File: src/hdl/ngts_pkg.sv
// shared types and constants for the n-gram table text scorer
// no dependencies
package ngts_pkg;
    localparam int TableDepth = 4096;
    localparam int AddrW = $clog2(TableDepth);
    localparam int CountW = AddrW + 1;
    localparam int KeyW = 64;
    localparam int ValW = 24;
    localparam int SumW = 56;
    localparam int CntW = 32;
    localparam int MaxKeyBytes = 8;
    localparam int MinKeyBytes = 2;

    localparam logic [1:0] OP_LOAD  = 2'd0;
    localparam logic [1:0] OP_BYTE  = 2'd1;
    localparam logic [1:0] OP_END   = 2'd2;
    localparam logic [1:0] OP_CLEAR = 2'd3;

    localparam logic [2:0] ST_OK      = 3'd0;
    localparam logic [2:0] ST_FULL    = 3'd1;
    localparam logic [2:0] ST_ORDER   = 3'd2;
    localparam logic [2:0] ST_NOSCORE = 3'd3;
    localparam logic [2:0] ST_SCORE   = 3'd4;
    localparam logic [2:0] ST_BYTE    = 3'd5;

    localparam logic CFG_KEY_LENGTH = 1'b0;
    localparam logic CFG_UNSEEN     = 1'b1;

    typedef struct packed {
        logic [1:0]      op;
        logic [KeyW-1:0] key;
        logic [ValW-1:0] value;
        logic [7:0]      text_byte;
    } cmd_t;

    function automatic logic [KeyW-1:0] key_mask(input logic [3:0] n);
        logic [KeyW-1:0] m;
        m = '0;
        for (int i = 0; i < MaxKeyBytes; i++) begin
            if (i < n) m[i*8 +: 8] = 8'hff;
        end
        return m;
    endfunction

    function automatic logic [3:0] eff_len(input logic [3:0] k);
        if (k < 4'(MinKeyBytes)) return 4'(MinKeyBytes);
        if (k > 4'(MaxKeyBytes)) return 4'(MaxKeyBytes);
        return k;
    endfunction
endpackage

File: src/hdl/ngts_front.sv
// front part: input handshake, masks and lowercases, and writes items to a short queue
// depends on ngts_pkg
module ngts_front (
    input  logic              aclk,
    input  logic              aresetn,
    input  logic              s_valid,
    output logic              s_ready,
    input  logic [1:0]        s_opcode,
    input  logic [63:0]       s_entry_key,
    input  logic [23:0]       s_entry_value,
    input  logic [7:0]        s_text_byte,
    input  logic [3:0]        key_len,
    output ngts_pkg::cmd_t    q_data,
    output logic              q_valid,
    input  logic              q_pop
);
    ngts_pkg::cmd_t mem_reg [2];
    logic [1:0] wp_reg, rp_reg, wp_next, rp_next;
    ngts_pkg::cmd_t c;
    logic push;

    assign s_ready = (wp_reg - rp_reg) != 2'd2;
    assign push = s_valid && s_ready;
    assign q_valid = wp_reg != rp_reg;
    assign q_data = mem_reg[rp_reg[0]];
    assign wp_next = wp_reg + 2'(push);
    assign rp_next = rp_reg + 2'(q_pop);

    always_comb begin
        c.op = s_opcode;
        c.key = s_entry_key & ngts_pkg::key_mask(ngts_pkg::eff_len(key_len));
        c.value = s_entry_value;
        // ascii uppercase folds to lowercase
        c.text_byte = (s_text_byte >= 8'h41 && s_text_byte <= 8'h5a) ?
                      s_text_byte + 8'd32 : s_text_byte;
    end

    always_ff @(posedge aclk) begin
        if (push) mem_reg[wp_reg[0]] <= c;
        if (!aresetn) begin
            wp_reg <= '0;
            rp_reg <= '0;
        end else begin
            wp_reg <= wp_next;
            rp_reg <= rp_next;
        end
    end
endmodule

File: config.mk
export PLATFORM = sky130hd
export DESIGN_NAME = ngts_front
export DESIGN_NICKNAME = d
export VERILOG_FILES = /design/src/hdl/ngts_pkg.sv /design/src/hdl/ngts_front.sv
export SDC_FILE = /design/constraint.sdc
export NUM_CORES = 1
export LEC_CHECK = 0
export ABC_CLOCK_PERIOD_IN_PS = 4900
export BUFFER_PORTS_ARGS = -buffer_cell sky130_fd_sc_hd__buf_4
export CORE_AREA = 5 5 154 185
export CTS_CLUSTER_SIZE = 30
export DETAILED_ROUTE_END_ITERATION = 8
export DIE_AREA = 0 0 159 190
export HOLD_SLACK_MARGIN = 0.15
export SLEW_MARGIN = 20
export SYNTH_ARGS = -nofsm -noshare
export SYNTH_HDL_FRONTEND = slang
export SYNTH_SLANG_ARGS = --single-unit
File: constraint.sdc
create_clock -name aclk -period 4.9 [get_ports aclk]
set_input_delay 0 -clock aclk [delete_from_list [all_inputs] [get_ports aclk]]
set_output_delay 0 -clock aclk [all_outputs]
set_load 0.01 [all_outputs]
* Yosys cells after proc, flatten, opt, wreduce, memory -nomap -nowiden
Memories as Yosys holds them, arrays and structs flattened. A register that Yosys moved wholly into a read port is not among the register bits.
Index checks and enable logic that the tools add are counted.
** Storage, ports and cells
- Register bits after elaboration :: 4
- Memories kept :: 1
- RAM bits :: 196
** Operators by class
- $lt $le $gt $ge :: 12
- Multiplexer cells :: 19
- Bitwise logic cells :: 1
- Add/subtract/negate cells :: 4
- Equal/unequal tests :: 2
- Reduce and logical (&&, ||, !) cells :: 2
** Memories
- mem_reg :: words 2, width 98, rd ports 1, clocked after memory_dff 1, write ports 1, RTL line ngts_front.sv:17 : ngts_pkg::cmd_t mem_reg [2];
** Operator list (number)
- $mux W8 :: 9
- $and A64 B64 Y64 :: 1
- $lt A3 B4 Y1 const A :: 4
- $mux W4 :: 4
- $add A8 B6 Y8 const B :: 1
- $ge A8 B7 Y1 const B :: 1
- $le A8 B7 Y1 const B :: 1
- $lt A1 B4 Y1 const A :: 2
- $lt A2 B4 Y1 const A :: 2
- $mux W1 :: 6
- $add A2 B1 Y2 :: 2
- $gt A4 B4 Y1 const B :: 1
- $lt A4 B2 Y1 const B :: 1
- $logic_and A1 B1 Y1 :: 2
- $ne A2 B2 Y1 :: 1
- $ne A2 B2 Y1 const B :: 1
- $sub A2 B2 Y2 :: 1

* Logic depth before layout (Yosys ltp)
- Depth after elaboration :: 8
- Depth in mapped cells :: 6

* Least setup slack after synthesis
Ideal clock, no wire load.
- Path type :: register to register
- From :: register rp_reg[1]
- To :: register wp_reg[1]
- Data arrival time :: 3475 ps
- Stages on the path, launching flop included :: 7
- Slack :: 1309 ps
- Clock period less this slack :: 3591 ps
- Buffers on the path :: 0
- Required time :: 4784 ps
- Path through :: dfxtp_1 > xor2_1 > nand2_1 > and2_1 > ha_1 > xor2_1 > and2_1
** Between the ends
- Longest elaborated chain between the ends :: 4
** RTL lines
- start, declared :: RTL line ngts_front.sv:18 : logic [1:0] wp_reg, rp_reg, wp_next, rp_next;
- start signal, assigned :: RTL line ngts_front.sv:45 : rp_reg <= rp_next;
- $sub A2 B2 Y2 :: RTL line ngts_front.sv:22 : assign s_ready = (wp_reg - rp_reg) != 2'd2;
- $ne A2 B2 Y1 :: RTL line ngts_front.sv:22
- named net s_ready :: RTL line ngts_front.sv:7 : output logic s_ready,
- $logic_and A1 B1 Y1 :: RTL line ngts_front.sv:23 : assign push = s_valid && s_ready;
- $add A2 B1 Y2 :: RTL line ngts_front.sv:26 : assign wp_next = wp_reg + 2'(push);
- end signal, assigned :: RTL line ngts_front.sv:44 : wp_reg <= wp_next;
- end, declared :: RTL line ngts_front.sv:18
The timed path passes the listed nets, and every way through them passes these cells.
A chain may end at the register's enable or synchronous reset.

==> summary.md <==
| Metric | Value |
|---|---|
| Status | complete, no violations |
| Total power | 4550 uW |
| Area Overhead vs Synth | 48.4% |
| CP peak stage delay | 0.74 ns |
| Final Cycle Share | 53.0% |
| Gr busiest metal | met2 |
| Number of diodes | 0 |
| Worst R2R Path Depth | 5 |
| Max clock buf depth | 3 |
| Post-DP HPWL | 11,300 um |
| CTS buffer count | 22 |
| Worst clock skew | 0.00897 ns |
| Global-route wire length before repair | 27,700 um |
| Reg2reg start | wp_reg[0] |
| Vias in the first global route | 5,120 |
| Final Hold Fails | 0 |
| Worst Path Required | 4.90 ns |
| Grt met3 use | 3.21% |
| Ports | 206 |
| CP top delay family | buffers and inverters |
| Max reg flops | 196 |
| Initial antenna violation count | 0 |
| Ys flop type | edfxtp_1 |
| Hold depth | 2 |
| Initial core utilization | 29.2% |
| Clk root buf | clkbuf_16 |
| Core footprint | 26,700 um2 |
| Critical path depth in cells | 3 |
| Worst setup path class | reg -> out |
| Post-DRT Antenna Nets | 0 |
| Arrival time worst endpoint | 2.60 ns |
| Hold crit path type | in -> reg |
| Netlist cell types | 27 |
| Routed wire per std cell | 16.3 um |
| Post-route DRC | 0 |
| CTS tree | yes |
| Total Neg Setup Slack | 0 ns |
| Cell row count | 66 |
| PwrDens | 394 nW/um2 |
| RSZ-0062 raised after global routing | false |
| Yosys warns | 0 |
| Seq cells post-synth | 201 |
| CP most frequent cell | buf_4 |
| Setup ws final | 2.30 ns |
| Vias | 4,662 |
| H-tree depth | 1 |
| Syn Area/Cell | 18.9 um2 |
| Die footprint | 30,200 um2 |
| Worst slew margin | 46.1% |
| Layout Nets | 839 |
| Number of synthesized flops with an enable pin | 196 |
| Met1 Usage GRT | 13.6% |
| Max frequency | 385 MHz |
| Final WL | 17,700 um |
| Syn nets | 521 |
| Worst Setup End Kind | output port |
| Worst-Margin Slew | 0.808 ns |
| Minimum clock period | 2.60 ns |
| Placer Congestion | 0.702 |
| Met2 Use GR | 19.9% |
| Synth async-reset ratio | 0% |
| Setup WS pre-CTS | 2.16 ns |
| Die Wd | 159 um |
| Post-CTS Setup Bufs | 0 |
| CP max stage cell | dfxtp_4 |
| Slew Limit Fails | 0 |
| Worst-path clk slew | 0.06 ns |
| Max FO, Critical Path | 54 |
| Worst skew pair latency | 0.49 ns |
| Peak supply drop | 231 uV |
| Leak | 0.00435 uW |
| Total clock sinks | 201 |
| Layout cells sized above 1 | 46.4% |
| Vias/cell | 4.30 |
| Largest net degree at the start of global routing | 73 |
| Worst Hold Launch | s_entry_key[12] |
| Critical Path Start Type | flop |
| Register area share after synthesis | 76.9% |
| CP Cell Sequence | buf_4, mux2_2, buf_4 |
| GRT Overall Usage | 11.3% |
| Worst R2R Setup Slack | 2.75 ns |
| TritonRoute pass-1 iters | 4 |
| Grt ovf | 0 |
| Max_cap viols | 0 |
| Final setup viols | 0 |
| Die Span Y | 190 um |
| 1st-iter DRT viols | 173 |
| WP buf/inv | 2 |
| Post_cts resized | 0 |
| Post-Synthesis Cells | 411 |
| Cell Area, Synth | 7780 um2 |
| Port bufs | 205 |
## worst paths after layout
kind / to
min: mem_reg[0][44]
min reg2reg: rp_reg[1]
max reg2reg: mem_reg[0][6]
max: q_data[40]
## repair_timing
item | in CTS | in global routing
endpoints found under the hold margin | 201 | 0
hold buffers | 111 | 0
endpoints found under the setup margin | 0 | 0
## power by group
part	switching (uW)	internal (uW)
clock	647	967
sequential	51.3	2100
combinational	362	423
total	1060	3490
## per-layer routing
layer | vias to the layer above | share of wire (%) | wire length [um]
met5 | - | 0 | 0
met4 | 0 | 1.7 | 301
met3 | 27 | 6.4 | 1140
met2 | 144 | 51 | 9100
met1 | 2304 | 41 | 7180
li1 | 2187 | - | -
## per-stage QoR
stage	utilization (%)	std cells	cell area [um2]	hold slack [ns]
3_5_place_dp	36.3	932	9670	0.187
4_1_cts	43.1	1083	11500	0.212
5_1_grt	43.3	1085	11600	0.209
2_1_floorplan	-	411	7780	0.0989
3_3_place_gp	36.3	932	9670	0.188
6_report	43.3	1085	11600	0.237
## worst reg2reg max path: stages (launching register included)
cell	delay, ns
dfxtp_1	0.42
xnor2_1	0.12
nand2_1	0.10
and2_1	0.22
ha_4	0.45
buf_4	0.48
## placed cells by master, fill, tap and decap left out, types with 2 or more instances in the layout
| cell | n |
|---|---|
| ha_1 | 2 |
| mux2_2 | 97 |
| clkbuf_1 | 4 |
| dfxtp_1 | 4 |
| inv_1 | 4 |
| clkinvlp_4 | 2 |
| ha_4 | 2 |
| nor2_1 | 3 |
| buf_16 | 2 |
| edfxtp_1 | 196 |
| clkbuf_16 | 23 |
| and2_1 | 13 |
| nor2b_1 | 41 |
| clkinv_1 | 4 |
| clkinv_2 | 2 |
| bufinv_16 | 2 |
| xor2_1 | 3 |
| dlygate4sd3_1 | 111 |
| clkinv_4 | 2 |
| a21oi_1 | 2 |
| nand2_1 | 2 |
| buf_4 | 209 |
## cells in the mapped netlist (3+ instances only)
cell type	n	area share [%]
mux2_2	97	14
ha_1	4	0.64
and2_1	13	1.0
nor2_1	3	0.14
dfxtp_1	5	1.3
inv_1	4	0.19
buf_2	8	0.51
xor2_1	3	0.34
buf_6	3	0.43
nor2b_1	41	3.3
edfxtp_1	196	76
clkbuf_1	17	0.82
## layout make-up
cell class,instances,area [um2]
tap,340,425
inverter,4,15.0
clock inverter,13,126
multi-input combinational,178,1670
timing repair buffer,322,2740
clock buffer,27,591
sequential,201,5990
fill,2352,15100
## cells by family (layout without fill, tap and decap cells)
family / count (synthesis) / after routing / share of synthesized area [%]
DFF: 201 / 201 / 76.9
muxes: 98 / 98 / 14.2
and+or+nand+nor: 64 / 64 / 5.09
buffers and inverters: 32 / 366 / 1.96
AOI/OAI and AO/OA: 8 / 8 / 0.788
adders and majority gates: 4 / 4 / 0.643
xor gates and xnor gates: 4 / 4 / 0.450
Power figures use the tool's default switching activity.
